## config.mk

```make
export PLATFORM = sky130hd
export DESIGN_NAME = sia_front
export DESIGN_NICKNAME = d
export VERILOG_FILES = /design/src/hdl/sia_pkg.sv /design/src/hdl/sia_front.sv
export SDC_FILE = /design/constraint.sdc
export NUM_CORES = 2
export LEC_CHECK = 0
export BUFFER_PORTS_ARGS = -buffer_cell sky130_fd_sc_hd__buf_2
export CAP_MARGIN = 20
export CORE_AREA = 2 2 255 257
export DETAILED_ROUTE_END_ITERATION = 8
export DIE_AREA = 0 0 257 259
export PLACE_DENSITY = 0.62
export SLEW_MARGIN = 5
export SYNTH_ARGS = -nofsm -noshare
export SYNTH_HDL_FRONTEND = slang
export SYNTH_SLANG_ARGS = --single-unit
```

## constraint.sdc

```tcl
create_clock -name i_clk -period 10.21 [get_ports i_clk]
set_input_delay 1.021 -clock i_clk [delete_from_list [all_inputs] [get_ports i_clk]]
set_output_delay 1.021 -clock i_clk [all_outputs]
set_load 0.03 [all_outputs]
```

## src/hdl/sia_pkg.sv

```systemverilog
// ----------------------------------------------------------------------------
// sia_pkg
// Shared widths, opcodes and types for the signed integer ALU.
// ----------------------------------------------------------------------------
package sia_pkg;

    localparam int DATA_WIDTH = 32;
    localparam int OP_WIDTH   = 4;
    // Number of quotient bits resolved per divider stage.
    localparam int DIV_BITS_PER_STAGE = 4;
    localparam int DIV_STAGES = DATA_WIDTH / DIV_BITS_PER_STAGE;

    typedef logic [DATA_WIDTH-1:0] t_data;

    typedef enum logic [OP_WIDTH-1:0] {
        OP_ADD  = 4'd0,
        OP_SUB  = 4'd1,
        OP_MUL  = 4'd2,
        OP_DIV  = 4'd3,
        OP_REM  = 4'd4,
        OP_NEG  = 4'd5,
        OP_GT   = 4'd6,
        OP_GE   = 4'd7,
        OP_LT   = 4'd8,
        OP_LE   = 4'd9,
        OP_EQ   = 4'd10,
        OP_NE   = 4'd11,
        OP_INC  = 4'd12,
        OP_DEC  = 4'd13,
        OP_PASS = 4'd14,
        OP_NONE = 4'd15
    } t_op;

    // Control carried alongside the divider's datapath.
    typedef struct packed {
        logic valid;
        t_op  op;
        logic neg_q;
        logic neg_r;
        logic dz;
        t_data simple;
    } t_ctl;

endpackage

```

## src/hdl/sia_front.sv

```systemverilog
// ----------------------------------------------------------------------------
// sia_front
// Entry stage: simple operations, product, and divider operand preparation.
// ----------------------------------------------------------------------------
module sia_front (
    input  logic                         i_clk,
    input  logic                         i_rst_n,
    input  logic                         i_en,
    input  logic                         i_valid,
    input  logic [sia_pkg::OP_WIDTH-1:0] i_op,
    input  sia_pkg::t_data               i_a,
    input  sia_pkg::t_data               i_b,
    output sia_pkg::t_ctl                o_ctl,
    output sia_pkg::t_data               o_mag_a,
    output sia_pkg::t_data               o_mag_b
);
    sia_pkg::t_data n_simple, w_mag_a, w_mag_b;
    logic w_lt, w_gt;
    sia_pkg::t_ctl r_ctl;
    sia_pkg::t_data r_mag_a, r_mag_b;
    sia_pkg::t_op w_op;

    assign w_op = sia_pkg::t_op'(i_op);
    assign w_lt = $signed(i_a) < $signed(i_b);
    assign w_gt = $signed(i_b) < $signed(i_a);
    assign w_mag_a = i_a[sia_pkg::DATA_WIDTH-1] ? (~i_a + 1'b1) : i_a;
    assign w_mag_b = i_b[sia_pkg::DATA_WIDTH-1] ? (~i_b + 1'b1) : i_b;

    always_comb begin
        case (w_op)
            sia_pkg::OP_ADD:  n_simple = i_a + i_b;
            sia_pkg::OP_SUB:  n_simple = i_a - i_b;
            sia_pkg::OP_NEG:  n_simple = ~i_a + 1'b1;
            sia_pkg::OP_GT:   n_simple = sia_pkg::t_data'(w_gt);
            sia_pkg::OP_GE:   n_simple = sia_pkg::t_data'(!w_lt);
            sia_pkg::OP_LT:   n_simple = sia_pkg::t_data'(w_lt);
            sia_pkg::OP_LE:   n_simple = sia_pkg::t_data'(!w_gt);
            sia_pkg::OP_EQ:   n_simple = sia_pkg::t_data'(i_a == i_b);
            sia_pkg::OP_NE:   n_simple = sia_pkg::t_data'(i_a != i_b);
            sia_pkg::OP_INC:  n_simple = i_a + 1'b1;
            sia_pkg::OP_DEC:  n_simple = i_a - 1'b1;
            sia_pkg::OP_PASS: n_simple = i_a;
            default:          n_simple = '0;
        endcase
    end

    always_ff @(posedge i_clk) begin
        if (!i_rst_n) begin
            r_ctl.valid <= 1'b0;
        end else if (i_en) begin
            r_ctl.valid <= i_valid;
        end
        if (i_en) begin
            r_ctl.op     <= w_op;
            r_ctl.neg_q  <= i_a[sia_pkg::DATA_WIDTH-1] ^ i_b[sia_pkg::DATA_WIDTH-1];
            r_ctl.neg_r  <= i_a[sia_pkg::DATA_WIDTH-1];
            r_ctl.dz     <= (i_b == '0);
            // Multiply is done here in one 32x32 unit; its low half is the result.
            r_ctl.simple <= (w_op == sia_pkg::OP_MUL) ? i_a * i_b : n_simple;
            r_mag_a <= w_mag_a;
            r_mag_b <= w_mag_b;
        end
    end

    assign o_ctl   = r_ctl;
    assign o_mag_a = r_mag_a;
    assign o_mag_b = r_mag_b;
endmodule

```

==> impl_results.md <==
* Status: complete, no violations
* Critical Path RT at 10.33 ns
* Worst Path Max Fanout at 16
* Input/output buffers at about 180
* Initial Util at between 30% and 40%
* HPWL Detailed at between 70000 and 80000 µm
* Initial DRC Count at 2784
* Post-synth top flop: edfxtp_1
* Most prevalent standard cell on the critical path: fa_1
* Yosys warnings at 0
* Most frequent cells in the layout: inv_1, fa_1, nor2_1, nand2_1, ha_1
* Setup Fix Bufs, Post-CTS at 0
* Highest metal used: met4
* Ranking of synthesized cells by area: fa_1, edfxtp_1, ha_1
* RSZ-0062 raised after global routing: false
* Tcrit/Tclk final at between 80% and 90%
* Die X at ~260 µm
* Worst R2R End: o_ctl[39]
* RR Startpoint: o_ctl[39]
* Hold path depth at 2
* Fmax at ~110 MHz
* Worst skew pair latency at ~0.39 ns
* TritonCTS clock tree: yes
* Max stage delay on crit path at 0.78 ns
* WL met1 at just under 40000 µm
* Design Area, Final at between 0.02 and 0.03 mm²
* #FFs+latches synth at roughly 100
* Remaining antenna violation count at 0
* Netlist cell types at 73
* Post-Syn Area at 0.02528 mm²
* Final Critical Period at ~9.0 ns
* Syn Inst Count at ~2900
* Fin. max-slew vios at 0
* WL per Instance at ~26 µm
* Critical path cell sequence: buf_2, clkinv_1, nor2_1, fa_1, inv_1, fa_1, fa_1, fa_1, inv_1, ha_1, ha_1, fa_1, fa_1, ha_1, a21o_1, or3_1, a31oi_1, a2bb2oi_1, a21oi_1, a2111oi_0, a21oi_1, xnor2_1, o221ai_1
* Vias per cell at between 5 and 6
* Setup Crit Path Kind: input port to flip-flop
* Die Height at between 200 and 300 µm
* Row count at 93
* Vias in the first global route at between 20000 and 25000
* CTS resizes at 0
* Setup crit start: i_a[9]
* Die area at ~0.067 mm²
* Gr ovfl total at 0
* Final hold vios at 0
* Max_cap viols at 0
* Setup_tns at 0 ns
* Crit-path slowest cell: a2111oi_0
* Sink of the worst hold path: o_ctl[39]
* Initial antenna violation count at 5
* HP Start: o_ctl[39]
* First-pass GRT wire length at 148800 µm
* Syn Area/Cell at slightly below 9 µm²
* Crit path DAT at 9.07 ns
* CTS root buffer: clkbuf_16
* Most common cell after layout, fill and taps aside: inv_1
* Critical Path Source Type: input port
* Worst clock skew at 0 ns
* Post-synth EDFFs at roughly 100
* Layout cells sized above 1 at under 10%
* Gpl congestion at 1.016
* Reg2reg path depth at 2
* Clock Tree Buf Depth at 2
* Reg2Reg Setup Slack at just under 10 ns
* Clock sink count at between 100 and 150
* Final number of setup-violating endpoints at 0
* Routed length on met3 at approximately 12000 µm
* Number of hold buffers added after cts at 0
* Syn-to-layout area delta at 8.561%
* Drc violations at 0
* Slew HR at approximately 22%
* H-tree levels at 3
* Pin count of the biggest net entering global routing at 67
* Vias at approximately 22000
* Gr usage total at between 30% and 40%
* Hold Crit Class: flip-flop to flip-flop
* Cell Area, Placed at 0.02712 mm²
* Post-synth top area cell: fa_1
* Met2 wire length at roughly 44000 µm
* CP Capture Type: flip-flop
* Top cell type's share of synthesized area at between 30% and 40%
* Drt pass-1 iters at 6
* TritonCTS Buffers at 9
* Ys async rst share at 0%
* Part of the Yosys area used for sequential elements at about an eighth
* Worst-Margin Slew at 1.166 ns
* Syn_nets at 3632
* Clk slew on worst S/H paths at approximately 0.09 ns
* Top-level I/O count at 176
* Placeable Area at 0.06388 mm²
* Layout Nets at ~3700
* DRT Wirelength at 100200 µm
flip-flops by register name (all words and copies together) (netlist names):
register,cells
o_mag_a,32
o_ctl,40
o_mag_b,32
cell usage after synthesis, drive strengths merged, types with 15 or more instances:
library cell / count
inv: 438
clkinv: 19
fa: 410
o21a: 16
a211oi: 15
xnor2: 182
nand2b: 25
nor2b: 18
buf: 41
xor2: 43
nor2: 374
nand3: 32
nor3: 30
or3: 25
a21oi: 105
nand4: 15
ha: 236
edfxtp: 103
and3: 18
a221oi: 15
o221ai: 16
clkbuf: 105
o21ai: 105
a21o: 40
nand2: 322
a31oi: 19
how the worst max path moves through the flow:
stage | end | cells past startpoint | slack (ns)
floorplan | o_ctl[30] | 26 | 2.02
global placement | o_ctl[30] | 23 | 1.12
detailed placement | o_ctl[30] | 23 | 1.03
CTS | o_ctl[30] | 23 | 1.47
global route | o_ctl[30] | 23 | 0.98
finish | o_ctl[30] | 23 | 1.26
critical path: cells and delay by family:
family / cells / cell delay [ns]
AOI/OAI and AO/OA: 7 / 2.25
xor gates and xnor gates: 1 / 0.19
adders and majority gates: 9 / 3.74
buffers and inverters: 4 / 1.22
and+or+nand+nor: 2 / 0.62
cell type report:
cell class | count | area (µm²)
fill | 6389 | 36430
timing repair buffer | 234 | 1321
clock buffer | 9 | 225.2
inverter | 457 | 1715
clock inverter | 7 | 93.84
multi-input combinational | 2207 | 19910
tap | 855 | 1070
antenna | 2 | 5.005
sequential | 104 | 3113
layer usage:
layer	vias to the layer above	GRT usage [%]
met5	-	0
met1	11113	40.44
met2	1433	47.41
met4	0	14.20
met3	265	7.254
li1	9528	-
cell families after synthesis:
kind of cell             Yosys count  share of synthesized area [%]
buffers and inverters            603                          9.021
AO/OA/AOI/OAI                    421                          10.75
XOR/XNOR                         226                          7.913
adder cells (fa/ha/maj)          646                          44.14
flip-flops                       104                          12.31
AND/OR/NAND/NOR                  911                          15.75
multiplexers                       3                         0.1188
metrics by stage:
| stage | utilization, % | setup slack, ns | hold slack (ns) | instances |
|---|---|---|---|---|
| floorplan | - | 2.023 | 0.6404 | 2914 |
| global placement | 42.46 | 1.115 | 0.4966 | 3857 |
| detailed placement | 42.46 | 1.034 | 0.5020 | 3857 |
| CTS | 42.96 | 1.470 | 0.5207 | 3873 |
| global route | 42.96 | 0.9783 | 0.5730 | 3873 |
| finish | 42.97 | 1.258 | 0.5137 | 3875 |
Power is left out: the tool's default activity adds up to more than one toggle a clock period on the data nets, which glitch-free logic cannot reach.
