$ cat src/hdl/sia_pkg.sv
// ----------------------------------------------------------------------------
// sia_pkg
// Shared widths, opcodes and types for the signed integer ALU.
// ----------------------------------------------------------------------------
package sia_pkg;

    localparam int DATA_WIDTH = 32;
    localparam int OP_WIDTH   = 4;
    // Number of quotient bits resolved per divider stage.
    localparam int DIV_BITS_PER_STAGE = 4;
    localparam int DIV_STAGES = DATA_WIDTH / DIV_BITS_PER_STAGE;

    typedef logic [DATA_WIDTH-1:0] t_data;

    typedef enum logic [OP_WIDTH-1:0] {
        OP_ADD  = 4'd0,
        OP_SUB  = 4'd1,
        OP_MUL  = 4'd2,
        OP_DIV  = 4'd3,
        OP_REM  = 4'd4,
        OP_NEG  = 4'd5,
        OP_GT   = 4'd6,
        OP_GE   = 4'd7,
        OP_LT   = 4'd8,
        OP_LE   = 4'd9,
        OP_EQ   = 4'd10,
        OP_NE   = 4'd11,
        OP_INC  = 4'd12,
        OP_DEC  = 4'd13,
        OP_PASS = 4'd14,
        OP_NONE = 4'd15
    } t_op;

    // Control carried alongside the divider's datapath.
    typedef struct packed {
        logic valid;
        t_op  op;
        logic neg_q;
        logic neg_r;
        logic dz;
        t_data simple;
    } t_ctl;

endpackage

$ cat src/hdl/sia_div_stage.sv
// ----------------------------------------------------------------------------
// sia_div_stage
// One pipelined restoring divider stage: DIV_BITS_PER_STAGE quotient bits.
// ----------------------------------------------------------------------------
module sia_div_stage (
    input  logic                          i_clk,
    input  logic                          i_rst_n,
    input  logic                          i_en,
    input  sia_pkg::t_ctl                 i_ctl,
    input  sia_pkg::t_data                i_rem,
    input  sia_pkg::t_data                i_quo,
    input  sia_pkg::t_data                i_div,
    output sia_pkg::t_ctl                 o_ctl,
    output sia_pkg::t_data                o_rem,
    output sia_pkg::t_data                o_quo,
    output sia_pkg::t_data                o_div
);
    sia_pkg::t_data n_rem, n_quo;
    logic [sia_pkg::DATA_WIDTH:0] w_trial;
    sia_pkg::t_ctl r_ctl;
    sia_pkg::t_data r_rem, r_quo, r_div;

    // Partial remainder shifts in one dividend bit (taken from the quotient
    // register's top) per step.
    always_comb begin
        n_rem = i_rem;
        n_quo = i_quo;
        w_trial = '0;
        for (int k = 0; k < sia_pkg::DIV_BITS_PER_STAGE; k++) begin
            w_trial = {n_rem, n_quo[sia_pkg::DATA_WIDTH-1]} - {1'b0, i_div};
            n_quo = {n_quo[sia_pkg::DATA_WIDTH-2:0], ~w_trial[sia_pkg::DATA_WIDTH]};
            if (!w_trial[sia_pkg::DATA_WIDTH]) begin
                n_rem = w_trial[sia_pkg::DATA_WIDTH-1:0];
            end else begin
                n_rem = {n_rem[sia_pkg::DATA_WIDTH-2:0], i_quo[sia_pkg::DATA_WIDTH-1-k]};
            end
        end
    end

    always_ff @(posedge i_clk) begin
        if (!i_rst_n) begin
            r_ctl.valid <= 1'b0;
        end else if (i_en) begin
            r_ctl.valid <= i_ctl.valid;
        end
        if (i_en) begin
            r_ctl.op     <= i_ctl.op;
            r_ctl.neg_q  <= i_ctl.neg_q;
            r_ctl.neg_r  <= i_ctl.neg_r;
            r_ctl.dz     <= i_ctl.dz;
            r_ctl.simple <= i_ctl.simple;
            r_rem <= n_rem;
            r_quo <= n_quo;
            r_div <= i_div;
        end
    end

    assign o_ctl = r_ctl;
    assign o_rem = r_rem;
    assign o_quo = r_quo;
    assign o_div = r_div;
endmodule

$ cat config.mk
export PLATFORM = sky130hd
export DESIGN_NAME = sia_div_stage
export DESIGN_NICKNAME = d
export VERILOG_FILES = /design/src/hdl/sia_pkg.sv /design/src/hdl/sia_div_stage.sv
export SDC_FILE = /design/constraint.sdc
export NUM_CORES = 1
export LEC_CHECK = 0
export BUFFER_PORTS_ARGS = -buffer_cell sky130_fd_sc_hd__buf_2
export CAP_MARGIN = 20
export CORE_MARGIN = 3
export CORE_UTILIZATION = 51
export DETAILED_ROUTE_END_ITERATION = 6
export PLACE_DENSITY_LB_ADDON = 0.25
export RECOVER_POWER = 25
export SLEW_MARGIN = 20
export SYNTH_ARGS = -nofsm -noshare
export SYNTH_HDL_FRONTEND = slang
export SYNTH_SLANG_ARGS = --single-unit
export TNS_END_PERCENT = 10
$ cat constraint.sdc
create_clock -name i_clk -period 13.6 [get_ports i_clk]
set_clock_uncertainty 0.1 [all_clocks]
set_input_delay 2.72 -clock i_clk [delete_from_list [all_inputs] [get_ports i_clk]]
set_output_delay 2.72 -clock i_clk [all_outputs]
set_load 0.01 [all_outputs]
==> report_table.html, run 1 <==
<table>
<tr><th>Metric</th><th>Value</th></tr>
<tr><th colspan="2">Floorplanning</th></tr>
<tr><td>Die outline height</td><td>164 um</td></tr>
<tr><td>Horizontal die dimension</td><td>164 um</td></tr>
<tr><td>Number of top-level pins</td><td>275</td></tr>
<tr><td># rows</td><td>57</td></tr>
<tr><td>DIE AREA</td><td>27000 um^2</td></tr>
<tr><td>Effective utilization at floorplan</td><td>52.3%</td></tr>
<tr><td>Core area</td><td>24500 um^2</td></tr>
<tr><th colspan="2">Critical path</th></tr>
<tr><td>Biggest fanout along the worst timing path</td><td>15</td></tr>
<tr><td>Register-to-Register Path Depth</td><td>2</td></tr>
<tr><td>Worst stage delay on the critical path</td><td>0.45 ns</td></tr>
<tr><td>Slowest cell on the critical path</td><td>sky130_fd_sc_hd__a221o_2</td></tr>
<tr><td>Launching element of the worst setup path</td><td>i_div[20]</td></tr>
<tr><td>Sort of element at the start of the critical path</td><td>input pin</td></tr>
<tr><td>CP required</td><td>13.66 ns</td></tr>
<tr><td>Sort of element at the end of the critical path</td><td>register</td></tr>
<tr><td>Startpoint-to-endpoint class of the critical path</td><td>input pin to register</td></tr>
<tr><td>Reg-to-Reg Start</td><td>o_ctl[39]</td></tr>
<tr><td>Most frequent CP cell</td><td>sky130_fd_sc_hd__buf_4</td></tr>
<tr><td>Data arrival time of the critical path</td><td>13.56 ns</td></tr>
<tr><th colspan="2">Global route</th></tr>
<tr><td>Aggregate global routing overflow</td><td>0</td></tr>
<tr><td>Wire length of the first global-routing pass</td><td>74500 um</td></tr>
<tr><td>Largest net degree at the start of global routing</td><td>77</td></tr>
<tr><td>Number of global-route vias before repair</td><td>13718</td></tr>
<tr><td>Initial antenna violation count</td><td>4</td></tr>
<tr><td>Tot GR Track Use</td><td>35.7%</td></tr>
<tr><th colspan="2">Finish</th></tr>
<tr><td>Area growth syn-to-layout</td><td>48.0%</td></tr>
<tr><td>Layout fillers</td><td>1740</td></tr>
<tr><td>Post-layout instance count excluding filler cells</td><td>2487</td></tr>
<tr><td>Fraction of final layout cells with drive strength greater than 1</td><td>38.4%</td></tr>
<tr><td>Post-layout nets</td><td>2418</td></tr>
<tr><td>Utilization of the core after routing</td><td>77.4%</td></tr>
<tr><th colspan="2">Job</th></tr>
<tr><td>Max capacitance violation total</td><td>1</td></tr>
<tr><th colspan="2">Placement</th></tr>
<tr><td>Half-perimeter wire length of the detailed placement result</td><td>39800 um</td></tr>
<tr><td>Weighted congestion at the end of routability-driven global placement</td><td>1.01</td></tr>
<tr><td>Quantity of I/O buffers inserted on ports</td><td>274</td></tr>
<tr><td>Placed cells</td><td>2430</td></tr>
<tr><th colspan="2">Worst hold path</th></tr>
<tr><td>Beginning of the worst hold path</td><td>o_ctl[39]</td></tr>
<tr><td>WHS Path Cells</td><td>2</td></tr>
<tr><td>Kind of path behind the tightest hold check</td><td>register to register</td></tr>
<tr><th colspan="2">Logic synthesis</th></tr>
<tr><td>Dominant combinational cell family by area after synthesis</td><td>compound AO/OA/AOI/OAI gates</td></tr>
<tr><td>Number of flip-flops and latches in the synthesized netlist</td><td>136</td></tr>
<tr><td>Post-synth EDFFs</td><td>135</td></tr>
<tr><td>Top_reg_cell synth</td><td>sky130_fd_sc_hd__edfxtp_1</td></tr>
<tr><td>Adder-cell share of the synthesized area</td><td>13.1%</td></tr>
<tr><td>Share of synthesized registers carrying an async set or reset</td><td>0%</td></tr>
<tr><td>Count of mapped cells out of synthesis</td><td>1437</td></tr>
<tr><td>Yosys warning count</td><td>0</td></tr>
<tr><td>Area fraction in and, or, nand and nor cells after synthesis</td><td>13.5%</td></tr>
<tr><td>Mux contribution to synthesized area</td><td>5.61%</td></tr>
<tr><td>Sequential fraction of the synthesis area</td><td>31.8%</td></tr>
<tr><td>Synthesized area divided by synthesized cell count</td><td>8.90 um^2</td></tr>
<tr><td>Netlist cell types</td><td>80</td></tr>
<tr><td>Synthesized Nets</td><td>1708</td></tr>
<tr><td>Ranking of synthesized cells by area</td><td>sky130_fd_sc_hd__edfxtp_1, sky130_fd_sc_hd__ha_1, sky130_fd_sc_hd__a21oi_1, sky130_fd_sc_hd__xnor2_1, sky130_fd_sc_hd__mux2i_1</td></tr>
<tr><td>Post-synthesis compound-gate area fraction</td><td>23.9%</td></tr>
<tr><td>Post-synthesis share of cell area spent on xor and xnor gates</td><td>8.27%</td></tr>
<tr><td>Syn Std Cell Area</td><td>12800 um^2</td></tr>
<tr><td>Library cell occupying the most area in the post-synthesis netlist</td><td>sky130_fd_sc_hd__edfxtp_1</td></tr>
<tr><td>Post-synth top area share</td><td>31.7%</td></tr>
<tr><th colspan="2">Routing</th></tr>
<tr><td>Number of routed nets with antenna violations</td><td>0</td></tr>
<tr><td>Initial DRT Pass Iterations</td><td>6</td></tr>
<tr><td>DRC violations left</td><td>0</td></tr>
<tr><td>Routed wire per std cell</td><td>20.8 um</td></tr>
<tr><td>Via/cell ratio</td><td>5.83</td></tr>
<tr><td>Initial DRC Count</td><td>1492</td></tr>
<tr><td>DRT Wirelength</td><td>51800 um</td></tr>
<tr><td>Vias</td><td>14511</td></tr>
<tr><th colspan="2">Run status</th></tr>
<tr><td>Status</td><td>finished with violations</td></tr>
<tr><td>Violations in the final reports</td><td>capacitance limit, slew limit</td></tr>
<tr><th colspan="2">Clock tree</th></tr>
<tr><td>Number of buffers created by CTS</td><td>17</td></tr>
<tr><td>Clock tree from TritonCTS</td><td>done</td></tr>
<tr><td>Clock transition time at the flip-flop clock pins of the worst setup and hold paths</td><td>0.07 ns</td></tr>
<tr><td>Clock Path Buffers</td><td>2</td></tr>
<tr><td>CTS H-tree depth</td><td>4</td></tr>
<tr><td>Clock sink count</td><td>136</td></tr>
<tr><td>Worst skew pair latency</td><td>0.43 ns</td></tr>
<tr><td>Clock root buffer master</td><td>sky130_fd_sc_hd__clkbuf_16</td></tr>
<tr><th colspan="2">Timing</th></tr>
<tr><td>Fmax</td><td>0.0741 GHz</td></tr>
<tr><td>Worst Hold Slack</td><td>0.419 ns</td></tr>
<tr><td>Final cycle utilization of the critical path</td><td>99.3%</td></tr>
<tr><td>Number of max-slew violations in the final report</td><td>62</td></tr>
<tr><td>Time the worst path needs with I/O delays and setup</td><td>13.50 ns</td></tr>
<tr><td>Number of setup violations in the final report</td><td>0</td></tr>
<tr><td>Relative max-transition margin</td><td>-160%</td></tr>
<tr><td>Slew at the pin closest to its max-slew limit</td><td>3.90 ns</td></tr>
<tr><td>Final number of hold-violating endpoints</td><td>0</td></tr>
</table>
-- timing repair --
item / 4_1_cts / 5_1_grt
gates cloned: 2 / 0
hold buffers: 0 / 0
pin swaps: 3 / 26
gates resized for setup: 11 / 75
endpoints found under the setup margin: 32 / 33
buffers inserted: 5 / 15
-- cell families after synthesis --
| kind of cell | count (synthesis) |
|---|---|
| AO/OA/AOI/OAI | 482 |
| XOR/XNOR | 117 |
| adder cells (fa/ha/maj) | 132 |
| buffers and inverters | 119 |
| flip-flops | 136 |
| multiplexers | 70 |
| AND/OR/NAND/NOR | 381 |
-- routing by layer --
layer | track usage [%] | up-vias | part of all wire [%]
li1 | - | 6753 | -
met1 | 45.6 | 6742 | 39
met2 | 59.8 | 866 | 47
met3 | 5.12 | 148 | 9.3
met4 | 16.5 | 2 | 4.9
met5 | 0 | - | 0.025
-- final cells by class --
| cell class | instances | area, um^2 | area share (%) |
|---|---|---|---|
| multi-input combinational | 1183 | 8620 | 45.5 |
| timing repair buffer | 733 | 4900 | 25.8 |
| sequential | 136 | 4070 | 21.5 |
| clock buffer | 17 | 425 | 2.25 |
| tap | 324 | 405 | 2.14 |
| inverter | 76 | 297 | 1.57 |
| clock inverter | 15 | 224 | 1.18 |
| antenna | 3 | 7.51 | 0.0396 |
-- layout by cell type, fill, tap and decap left out, types with 8 or more instances in the layout --
master / instances
sky130_fd_sc_hd__buf_4: 443
sky130_fd_sc_hd__buf_2: 252
sky130_fd_sc_hd__a21oi_1: 169
sky130_fd_sc_hd__nand2_1: 152
sky130_fd_sc_hd__edfxtp_1: 135
sky130_fd_sc_hd__ha_1: 122
sky130_fd_sc_hd__nor2_1: 105
sky130_fd_sc_hd__xnor2_1: 68
sky130_fd_sc_hd__inv_1: 67
sky130_fd_sc_hd__o21ai_0: 66
sky130_fd_sc_hd__mux2i_1: 58
sky130_fd_sc_hd__a21o_1: 55
sky130_fd_sc_hd__xor2_1: 43
sky130_fd_sc_hd__clkbuf_1: 24
sky130_fd_sc_hd__a22oi_1: 21
sky130_fd_sc_hd__nor2b_1: 21
sky130_fd_sc_hd__nand3_1: 20
sky130_fd_sc_hd__o21a_1: 19
sky130_fd_sc_hd__clkbuf_16: 17
sky130_fd_sc_hd__o211ai_1: 15
sky130_fd_sc_hd__o21ai_1: 14
sky130_fd_sc_hd__a31oi_1: 14
sky130_fd_sc_hd__o21bai_1: 14
sky130_fd_sc_hd__nand4_1: 13
sky130_fd_sc_hd__a21oi_2: 12
sky130_fd_sc_hd__nand2b_1: 12
sky130_fd_sc_hd__mux2_2: 11
sky130_fd_sc_hd__and3_1: 10
sky130_fd_sc_hd__a211oi_1: 9
sky130_fd_sc_hd__nor3_1: 9
sky130_fd_sc_hd__o221ai_1: 8
-- through the flow --
stage | instance area [um^2] | TNS, ns | setup slack [ns]
2_1_floorplan | 12800 | 0 | 0.0180
3_3_place_gp | 17800 | -14.68 | -0.488
3_5_place_dp | 17800 | -23.14 | -0.809
4_1_cts | 18600 | 0 | 0.0187
5_1_grt | 18900 | -6.59 | -0.311
6_report | 18900 | 0 | 0.0960
-- critical path, delay by kind of cell --
kind | cells | cell delay, ns
compound gates | 21 | 4.24
buf+inv | 15 | 2.45
fa+ha+maj | 4 | 1.32
simple gates | 10 | 1.31
xor+xnor | 4 | 0.76
mux | 3 | 0.72
-- final timing paths --
check / slack [ns] / to
max: 0.1 / o_rem[20]
min: 0.42 / o_ctl[39]
max reg2reg: 12.91 / o_ctl[39]
min reg2reg: 0.42 / o_ctl[39]
-- cell usage after synthesis (19+ instances only) --
master	n
sky130_fd_sc_hd__ha_1	128
sky130_fd_sc_hd__nor2_1	106
sky130_fd_sc_hd__a21o_1	55
sky130_fd_sc_hd__o21a_1	19
sky130_fd_sc_hd__xnor2_1	70
sky130_fd_sc_hd__edfxtp_1	135
sky130_fd_sc_hd__xor2_1	44
sky130_fd_sc_hd__nor2b_1	23
sky130_fd_sc_hd__a21oi_1	182
sky130_fd_sc_hd__clkbuf_1	24
sky130_fd_sc_hd__inv_1	74
sky130_fd_sc_hd__nand2_1	154
sky130_fd_sc_hd__mux2i_1	58
sky130_fd_sc_hd__a22oi_1	21
sky130_fd_sc_hd__nand3_1	20
sky130_fd_sc_hd__o21ai_0	77
-- state kept, by name, indices dropped and copies added, names as in the netlist --
| name | count |
|---|---|
| o_ctl | 40 |
| o_div | 32 |
| o_rem | 32 |
| o_quo | 32 |
Power of run 1 is left out: the tool's default activity adds up to more than one toggle a clock period on the data nets, which glitch-free logic cannot reach.
==> inputs of run 2 (changes only) <==
==> constraint.sdc (replaced) <==
create_clock -name i_clk -period 13.6 [get_ports i_clk]
set_clock_uncertainty 0.1 [all_clocks]
set_input_delay 1.36 -clock i_clk [delete_from_list [all_inputs] [get_ports i_clk]]
set_output_delay 1.36 -clock i_clk [all_outputs]
set_load 0.01 [all_outputs]
==> run 2 against run 1 <==
Net effect: sequential share of layout area rose by 5.0 points; flip-flop and latch count did not move; the run still ends with capacitance limit, slew limit left; global-route usage fell by 5.9 points.
==> report_table.html, run 2 (synthesis gave the netlist of run 1 again) <==
<table>
<tr><th>Metric</th><th>Value</th></tr>
<tr><th colspan="2">Finish</th></tr>
<tr><td>Fraction of final layout cells with drive strength greater than 1</td><td>20.7%</td></tr>
<tr><td>Most common library cell in the layout ignoring fill and taps</td><td>sky130_fd_sc_hd__buf_2</td></tr>
<tr><td>Area growth syn-to-layout</td><td>20.2%</td></tr>
<tr><td>Post-layout nets</td><td>2001</td></tr>
<tr><td>Post-layout instance count excluding filler cells</td><td>2068</td></tr>
<tr><td>Max reg flops</td><td>40</td></tr>
<tr><td>Top library cells by usage in the layout, fill and taps aside</td><td>sky130_fd_sc_hd__buf_2, sky130_fd_sc_hd__a21oi_1, sky130_fd_sc_hd__nand2_1</td></tr>
<tr><th colspan="2">Clock tree</th></tr>
<tr><td>Number of buffers inserted by post-CTS setup repair</td><td>0</td></tr>
<tr><td>Clock Path Buffers</td><td>2</td></tr>
<tr><td>Clock sink count</td><td>136</td></tr>
<tr><td>Clock root buffer master</td><td>sky130_fd_sc_hd__clkbuf_16</td></tr>
<tr><td>CTS H-tree depth</td><td>4</td></tr>
<tr><td>Number of buffers created by CTS</td><td>17</td></tr>
<tr><td>Clock tree from TritonCTS</td><td>done</td></tr>
<tr><td>Worst skew pair latency</td><td>0.43 ns</td></tr>
<tr><td>Number of hold-repair buffers added at the cts stage</td><td>0</td></tr>
<tr><td>Clock transition time at the flip-flop clock pins of the worst setup and hold paths</td><td>0.07 ns</td></tr>
<tr><th colspan="2">Critical path</th></tr>
<tr><td>Most frequent CP cell</td><td>sky130_fd_sc_hd__a21oi_1</td></tr>
<tr><td>Biggest fanout along the worst timing path</td><td>31</td></tr>
<tr><td>Sort of element at the end of the critical path</td><td>register</td></tr>
<tr><td>Worst stage delay on the critical path</td><td>0.58 ns</td></tr>
<tr><td>CP required</td><td>13.76 ns</td></tr>
<tr><td>Slowest cell on the critical path</td><td>sky130_fd_sc_hd__or4_1</td></tr>
<tr><td>Sort of element at the start of the critical path</td><td>input pin</td></tr>
<tr><td>Startpoint-to-endpoint class of the critical path</td><td>input pin to register</td></tr>
<tr><td>Data arrival time of the critical path</td><td>13.11 ns</td></tr>
<tr><th colspan="2">Routing</th></tr>
<tr><td>Initial DRC Count</td><td>1194</td></tr>
<tr><td>Vias</td><td>12394</td></tr>
<tr><td>Number of routed nets with antenna violations</td><td>0</td></tr>
<tr><td>Routed wire per std cell</td><td>20.3 um</td></tr>
<tr><td>DRT Wirelength</td><td>41900 um</td></tr>
<tr><td>Via/cell ratio</td><td>5.99</td></tr>
<tr><td>DRC violations left</td><td>0</td></tr>
<tr><td>Initial DRT Pass Iterations</td><td>6</td></tr>
<tr><th colspan="2">Floorplanning</th></tr>
<tr><td>Die outline height</td><td>164 um</td></tr>
<tr><td>Effective utilization at floorplan</td><td>52.3%</td></tr>
<tr><td>DIE AREA</td><td>27000 um^2</td></tr>
<tr><td># rows</td><td>57</td></tr>
<tr><td>Horizontal die dimension</td><td>164 um</td></tr>
<tr><td>Number of top-level pins</td><td>275</td></tr>
<tr><td>Core area</td><td>24500 um^2</td></tr>
<tr><th colspan="2">Timing</th></tr>
<tr><td>Slew at the pin closest to its max-slew limit</td><td>4.47 ns</td></tr>
<tr><td>Number of setup violations in the final report</td><td>0</td></tr>
<tr><td>Worst Hold Slack</td><td>0.423 ns</td></tr>
<tr><td>Final number of hold-violating endpoints</td><td>0</td></tr>
<tr><td>Final cycle utilization of the critical path</td><td>95.2%</td></tr>
<tr><td>Time the worst path needs with I/O delays and setup</td><td>12.95 ns</td></tr>
<tr><td>Total Negative Setup Slacks</td><td>0 ns</td></tr>
<tr><td>Fmax</td><td>0.0772 GHz</td></tr>
<tr><td>RSZ-0062 raised after global routing</td><td>no</td></tr>
<tr><td>Number of max-slew violations in the final report</td><td>84</td></tr>
<tr><td>Relative max-transition margin</td><td>-198%</td></tr>
<tr><th colspan="2">Placement</th></tr>
<tr><td>Weighted congestion at the end of routability-driven global placement</td><td>0.999</td></tr>
<tr><td>Quantity of I/O buffers inserted on ports</td><td>274</td></tr>
<tr><td>Placed cells</td><td>2035</td></tr>
<tr><td>Half-perimeter wire length of the detailed placement result</td><td>34000 um</td></tr>
<tr><th colspan="2">Job</th></tr>
<tr><td>Max capacitance violation total</td><td>1</td></tr>
<tr><th colspan="2">Worst hold path</th></tr>
<tr><td>Kind of path behind the tightest hold check</td><td>register to register</td></tr>
<tr><th colspan="2">Run status</th></tr>
<tr><td>Violations in the final reports</td><td>capacitance limit, slew limit</td></tr>
<tr><td>Status</td><td>finished with violations</td></tr>
<tr><th colspan="2">Global route</th></tr>
<tr><td>Wire length of the first global-routing pass</td><td>62600 um</td></tr>
<tr><td>Aggregate global routing overflow</td><td>0</td></tr>
<tr><td>Tot GR Track Use</td><td>29.8%</td></tr>
<tr><td>Largest net degree at the start of global routing</td><td>84</td></tr>
<tr><td>Number of global-route vias before repair</td><td>11509</td></tr>
<tr><td>Initial antenna violation count</td><td>1</td></tr>
</table>
-- run 2: what timing repair did --
item                                   CTS  global route
resized for setup                        0            14
endpoints found under the hold margin    0             0
setup endpoints to repair                0            33
-- run 2: per-layer routing --
metal,routed length [um],GRT usage [%],vias up
met5,0,0,-
met4,844,8.04,0
met3,3490,3.64,52
met2,20200,51.9,598
met1,17400,39.3,5820
li1,-,-,5924
-- run 2: critical path, delay by kind of cell --
| family | cells | cell delay [ns] |
|---|---|---|
| AO/OA/AOI/OAI | 24 | 5.81 |
| XOR/XNOR | 4 | 0.89 |
| adder cells (fa/ha/maj) | 4 | 1.46 |
| buffers and inverters | 9 | 1.57 |
| multiplexers | 1 | 0.36 |
| AND/OR/NAND/NOR | 8 | 1.63 |
-- run 2: per-stage QoR --
stage | area, um^2 | util (%) | worst slack [ns]
3_5_place_dp | 14800 | 60.5 | -0.163
3_3_place_gp | 14800 | 60.5 | 0.0505
4_1_cts | 15400 | 62.8 | 0.238
2_1_floorplan | 12800 | - | 0.958
5_1_grt | 15400 | 62.9 | 0.0240
6_report | 15400 | 62.9 | 0.653
-- run 2: cell type report --
type | instances | area, um^2
Timing Repair Buffer | 317 | 1710
Antenna cell | 1 | 2.50
Clock buffer | 18 | 439
Multi-Input combinational cell | 1182 | 8330
Sequential cell | 136 | 4070
Fill cell | 2123 | 9090
Clock inverter | 14 | 131
Inverter | 76 | 285
Tap cell | 324 | 405
-- run 2: final timing paths --
check                                from  slack [ns]        end  cells past startpoint
worst max-delay path             i_div[1]        0.65   o_rem[7]                     50
worst min-delay path            o_ctl[39]        0.42  o_ctl[39]                      2
worst max register to register  o_ctl[39]       12.91  o_ctl[39]                      2
worst min register to register  o_ctl[39]        0.42  o_ctl[39]                      2
Power of run 2 is left out for the same reason.
